[config.mk]
export PLATFORM = sky130hd
export DESIGN_NAME = sfdl_ctrl
export DESIGN_NICKNAME = d
export VERILOG_FILES = /design/src/sfdl_pkg.sv /design/src/sfdl_ctrl.sv
export SDC_FILE = /design/constraint.sdc
export NUM_CORES = 1
export LEC_CHECK = 0
export BUFFER_PORTS_ARGS = -buffer_cell sky130_fd_sc_hd__buf_2
export CAP_MARGIN = 10
export CORE_AREA = 2 2 39 41
export DETAILED_ROUTE_END_ITERATION = 10
export DIE_AREA = 0 0 41 43
export PLACE_DENSITY = 0.47
export SKIP_LAST_GASP = 1
export SYNTH_ARGS = -nofsm -noshare
export SYNTH_HDL_FRONTEND = slang
export SYNTH_SLANG_ARGS = --single-unit
[constraint.sdc]
create_clock -name i_clk -period 1.3 [get_ports i_clk]
set_input_delay 0.13 -clock i_clk [delete_from_list [all_inputs] [get_ports i_clk]]
set_output_delay 0.13 -clock i_clk [all_outputs]
set_load 0.005 [all_outputs]
[src/sfdl_pkg.sv]
`default_nettype none

package sfdl_pkg;

    // Store geometry and field widths
    localparam int BUFFER_DEPTH = 4096;
    localparam int ADDR_W       = $clog2(BUFFER_DEPTH);
    localparam int LEN_W        = ADDR_W + 1;
    localparam int SAMPLE_W     = 24;
    localparam int FRAC_W       = 16;
    localparam int DELAY_W      = ADDR_W + FRAC_W;
    localparam int RATE_W       = 17;

    // Smoother product: signed delay difference times signed rate
    localparam int DIFF_W       = DELAY_W + 1;
    localparam int PROD_W       = DIFF_W + RATE_W + 1;
    localparam int STEP_W       = PROD_W - 16;

    // Interpolation: sample times signed weight, plus one guard bit for the sum
    localparam int WEIGHT_W     = FRAC_W + 1;
    localparam int MAC_W        = SAMPLE_W + WEIGHT_W + 1;
    localparam int ACC_W        = MAC_W + 1;
    localparam int RES_W        = ACC_W - FRAC_W;

    // Constants
    localparam logic [LEN_W-1:0]    LEN_MIN   = LEN_W'(2);
    localparam logic [LEN_W-1:0]    LEN_MAX   = LEN_W'(BUFFER_DEPTH);
    localparam logic [RATE_W-1:0]   RATE_ONE  = RATE_W'(65536);
    localparam logic [WEIGHT_W-1:0] WEIGHT_ONE = WEIGHT_W'(1) << FRAC_W;

    // Configuration port
    localparam int PADDR_W = 4;
    localparam int PDATA_W = 32;
    localparam logic [1:0] REG_BUFFER_LENGTH  = 2'd0;
    localparam logic [1:0] REG_TARGET_DELAY   = 2'd1;
    localparam logic [1:0] REG_SMOOTHING_RATE = 2'd2;
    localparam logic [LEN_W-1:0]   BUFFER_LENGTH_RST  = LEN_W'(4096);
    localparam logic [DELAY_W-1:0] TARGET_DELAY_RST   = '0;
    localparam logic [RATE_W-1:0]  SMOOTHING_RATE_RST = RATE_W'(68);

    // Controller to datapath commands, one per step of an item
    typedef struct packed {
        logic load;     // capture the incoming sample
        logic prep;     // clamp ring length, positions and delays
        logic mul;      // smoother multiply, write sample into store
        logic upd;      // update the current delay
        logic idx;      // form the first read index and weights
        logic rd1;      // read first tap, form second index
        logic rd2;      // read second tap, first product
        logic mac;      // second product and sum
        logic out_load; // round, saturate and load the output register
    } t_cmd;

    // Datapath to controller status
    typedef struct packed {
        logic clear_done; // store clearing pass finished
        logic out_free;   // output register can take a result
    } t_status;

endpackage

`default_nettype wire

[src/sfdl_ctrl.sv]
`default_nettype none

module sfdl_ctrl (
    input  wire logic             i_clk,
    input  wire logic             i_rst_n,
    input  wire logic             i_valid,
    output logic                  o_ready,
    input  wire sfdl_pkg::t_status i_status,
    output sfdl_pkg::t_cmd        o_cmd
);
    import sfdl_pkg::*;

    localparam logic [3:0] ST_CLEAR = 4'd0;
    localparam logic [3:0] ST_IDLE  = 4'd1;
    localparam logic [3:0] ST_PREP  = 4'd2;
    localparam logic [3:0] ST_MUL   = 4'd3;
    localparam logic [3:0] ST_UPD   = 4'd4;
    localparam logic [3:0] ST_IDX   = 4'd5;
    localparam logic [3:0] ST_RD1   = 4'd6;
    localparam logic [3:0] ST_RD2   = 4'd7;
    localparam logic [3:0] ST_MAC   = 4'd8;
    localparam logic [3:0] ST_OUT   = 4'd9;

    logic [3:0] r_state;
    logic [3:0] n_state;

    // Next state
    always_comb begin
        n_state = r_state;
        unique case (r_state)
            ST_CLEAR: if (i_status.clear_done) n_state = ST_IDLE;
            ST_IDLE:  if (i_valid) n_state = ST_PREP;
            ST_PREP:  n_state = ST_MUL;
            ST_MUL:   n_state = ST_UPD;
            ST_UPD:   n_state = ST_IDX;
            ST_IDX:   n_state = ST_RD1;
            ST_RD1:   n_state = ST_RD2;
            ST_RD2:   n_state = ST_MAC;
            ST_MAC:   n_state = ST_OUT;
            ST_OUT:   if (i_status.out_free) n_state = ST_IDLE;
            default:  n_state = ST_CLEAR;
        endcase
    end

    always_ff @(posedge i_clk) begin
        if (!i_rst_n) begin
            r_state <= ST_CLEAR;
        end else begin
            r_state <= n_state;
        end
    end

    // Decode commands
    assign o_ready        = (r_state == ST_IDLE);
    assign o_cmd.load     = (r_state == ST_IDLE) && i_valid;
    assign o_cmd.prep     = (r_state == ST_PREP);
    assign o_cmd.mul      = (r_state == ST_MUL);
    assign o_cmd.upd      = (r_state == ST_UPD);
    assign o_cmd.idx      = (r_state == ST_IDX);
    assign o_cmd.rd1      = (r_state == ST_RD1);
    assign o_cmd.rd2      = (r_state == ST_RD2);
    assign o_cmd.mac      = (r_state == ST_MAC);
    assign o_cmd.out_load = (r_state == ST_OUT) && i_status.out_free;

`ifndef SYNTHESIS
    // No item is taken before the store is cleared
    a_no_accept_in_clear: assert property (@(posedge i_clk) disable iff (!i_rst_n)
        !i_status.clear_done |-> !o_ready)
        else $error("item accepted during clearing pass");

    // An accepted transfer always moves on to the clamp step
    a_load_to_prep: assert property (@(posedge i_clk) disable iff (!i_rst_n)
        o_cmd.load |=> o_cmd.prep)
        else $error("accepted item did not start processing");

    // Result waits in the last step while the output register is busy
    a_out_hold: assert property (@(posedge i_clk) disable iff (!i_rst_n)
        (r_state == ST_OUT) && !i_status.out_free |=> (r_state == ST_OUT))
        else $error("result step left while output busy");
`endif

endmodule

`default_nettype wire

==> flow_summary.json <==
{
  "number_of_global_route_vias_before_repair": 253,
  "syn-instance-count": 34,
  "regs_by_ff_count": "r_state: 4 flops",
  "grt_start_max_net_pins": 10,
  "floorplan.rows": 14,
  "layout_worst_path_cycle_share": 0.936,
  "yosys.cell_count.top_type": "sky130_fd_sc_hd__nor2_1",
  "critPathMaxStageDelay_ns": 0.38,
  "power.density_nw_per_um2": 944,
  "synth_seq_cells": 4,
  "antenna_violating_nets_post_route": 0,
  "cts_htree_levels": 1,
  "syn_to_final_growth_pct": 49.0,
  "viasPerCell": 4.28,
  "path_max_fanout": 8,
  "clkLatencyLatePin_ns": 0.23,
  "cts_root_buffer": "sky130_fd_sc_hd__clkbuf_4",
  "detailed_route_via_count": 278,
  "mappedNetlistArea_sq_um": 255,
  "syn_avg_cell_area_sq_um": 7.51,
  "critical_path.startpoint_type": "flip-flop",
  "grt.overflow.total": 0,
  "worst_ir_drop_on_vdd_mv": 0.324,
  "fp.dieW_um": 41,
  "detailed_place_hpwl_um": 482,
  "finalHoldViolCount": 0,
  "fin_nets": 56,
  "synth.yosys.seq_area_share": 0.314,
  "cts_buffers": 3,
  "register_ranked_first_by_flip_flop_count": "r_state",
  "share_of_layout_cells_above_drive_strength_1": 0.510,
  "postRouteWirelength_um": 614,
  "run_status": "completed",
  "synth_top_cells_by_area": "sky130_fd_sc_hd__dfxtp_1 (31%), sky130_fd_sc_hd__nand2b_1 (12%), sky130_fd_sc_hd__nor3_1 (9.8%)",
  "yosys.cell_types.count": 16,
  "dieArea_sq_um": 1760,
  "critical-path-top-delay-family": "flip-flops",
  "grt_antenna_before_repair": 0,
  "antenna-diode-count": 0,
  "synth-main-ff-cell": "sky130_fd_sc_hd__dfxtp_1",
  "cts_num_sinks": 4,
  "post_drt_wl_per_cell_um": 9.45,
  "gpl.final_weighted_congestion": 0.707,
  "ys_top_cells_by_count": "sky130_fd_sc_hd__nor2_1 (6), sky130_fd_sc_hd__nand2b_1 (5), sky130_fd_sc_hd__nor3_1 (5)",
  "net_count_after_synthesis": 39,
  "maxCapViolations": 0,
  "rsz0062_at_grt": "no",
  "synthesis.yosys.warnings": 0,
  "tritoncts": "built",
  "port_buf_inserts": 14,
  "synthDominantAreaCellType": "sky130_fd_sc_hd__dfxtp_1",
  "critPathRequiredTime_ns": 1.17,
  "timing_worst_slew_pin_value_ns": 0.238,
  "top_level_ports": 15,
  "fin_setup_tns_ns": 0,
  "cellLeakagePower_nw": 0.183,
  "largest_register_ffs": 4,
  "synth_top_area_share": 0.314,
  "wire_length_of_the_first_global_routing_pass_um": 952,
  "placeableCoreArea_sq_um": 1380,
  "drv_slew": 0,
  "cts_hold_buf": 0,
  "drtIter0Drc": 2,
  "clkTransAtPathRegs_ns": 0.04,
  "timing.clock.skew_ns": 0.00160,
  "setup.worst_path.class": "reg2out",
  "min-delay-path-class": "in2reg",
  "synth-async-reset-ratio": 0,
  "track_usage": 0.0823,
  "max_freq_mhz": 821,
  "die_y_um": 43,
  "worstPathCellList": "nand2b_4 > nor3_2 > and2_1 > buf_2",
  "number_of_enable_type_register_cells_in_the_synthesized_netlist": 0,
  "cpMaxStageDelayCell": "sky130_fd_sc_hd__dfxtp_2",
  "cts-root-to-sink-buffers": 2,
  "cp.buffers_inverters": 1,
  "drt_first_pass_iters": 4,
  "drc_errors": 0,
  "report.final.setup_viol": 0,
  "timing.critical_path.to_type": "output port",
  "initial_core_util": 0.184,
  "slew_headroom": 0.840,
  "total_power_mw": 0.359,
  "critPathArrivalTime_ns": 1.09,
  "finalCriticalPeriod_ns": 1.22
}
[cells by family after synthesis]
logic type	Yosys count	synth area share
flip-flops	4	0.314
buffers and inverters	3	0.0539
AND/OR/NAND/NOR	21	0.436
XOR/XNOR	1	0.0343
AO/OA/AOI/OAI	5	0.162
[path summary, 6_finish.rpt]
check	start	slack (ns)	cells past startpoint	endpoint
setup / recovery	r_state[1]	0.08	4	o_cmd[8]
setup reg to reg	r_state[0]	0.18	2	r_state[0]
hold reg to reg	r_state[3]	0.61	1	r_state[0]
hold / removal	i_rst_n	0.15	2	r_state[3]
[cell type report]
class,count,area (sq um)
fillers,160,1000
multi-input cells,27,179
flip-flops and latches,4,85.1
repair buffers,14,70.1
clock buffers,3,22.5
well taps,16,20.0
inverters,1,3.75
[power by group]
part	total [mW]	switching, mW	internal [mW]	leakage [nW]
logic	0.0610	0.0267	0.0343	0.134
clock network	0.149	0.0463	0.103	0.0138
registers	0.149	0.0166	0.132	0.0343
[layout by cell type (no fill, tap or decap)]
master	synthesis	routed
sky130_fd_sc_hd__a211oi_1	1	1
sky130_fd_sc_hd__and2_1	1	1
sky130_fd_sc_hd__buf_2	2	14
sky130_fd_sc_hd__clkbuf_4	0	3
sky130_fd_sc_hd__dfxtp_2	0	4
sky130_fd_sc_hd__inv_1	1	1
sky130_fd_sc_hd__nand2_1	1	1
sky130_fd_sc_hd__nand2b_1	5	3
sky130_fd_sc_hd__nand2b_4	0	2
sky130_fd_sc_hd__nor2_1	6	5
sky130_fd_sc_hd__nor2_2	0	1
sky130_fd_sc_hd__nor2b_1	1	1
sky130_fd_sc_hd__nor3_1	5	5
sky130_fd_sc_hd__nor3_2	1	1
sky130_fd_sc_hd__o21a_1	2	2
sky130_fd_sc_hd__o311a_1	1	1
sky130_fd_sc_hd__o32ai_1	1	1
sky130_fd_sc_hd__or3_1	1	1
sky130_fd_sc_hd__xor2_1	1	1
[per-stage QoR]
| step | util | setup WS [ns] | std cells | hold slack (ns) | cell area, sq um |
|---|---|---|---|---|---|
| floorplan | - | 0.207 | 34 | 0.248 | 255 |
| global placement | 0.242 | 0.184 | 62 | 0.384 | 335 |
| detailed placement | 0.242 | 0.159 | 62 | 0.388 | 335 |
| CTS | 0.269 | 0.00945 | 65 | 0.144 | 372 |
| global route | 0.275 | 0.0319 | 65 | 0.148 | 380 |
| finish | 0.275 | 0.0826 | 65 | 0.153 | 380 |
[per-layer routing]
layer / track usage / part of all wire / vias up
met4: 0.0800 / 0 / 0
met2: 0.122 / 0.51 / 5
met1: 0.0900 / 0.43 / 125
met3: 0.0157 / 0.059 / 0
li1: - / - / 148
met5: 0 / 0 / -
[repair_timing]
item	in CTS	in global routing
buffers inserted	0	0
resized for setup	5	3
hold endpoints to repair	0	0
setup endpoints to repair	4	6
pin swaps	0	0
[worst reg2reg max path, cell delays in order (launching register included)]
cell,delay [ns]
sky130_fd_sc_hd__dfxtp_2,0.36
sky130_fd_sc_hd__or3_1,0.37
sky130_fd_sc_hd__o311a_1,0.28
No activity file was read; power rests on OpenSTA's default activity.
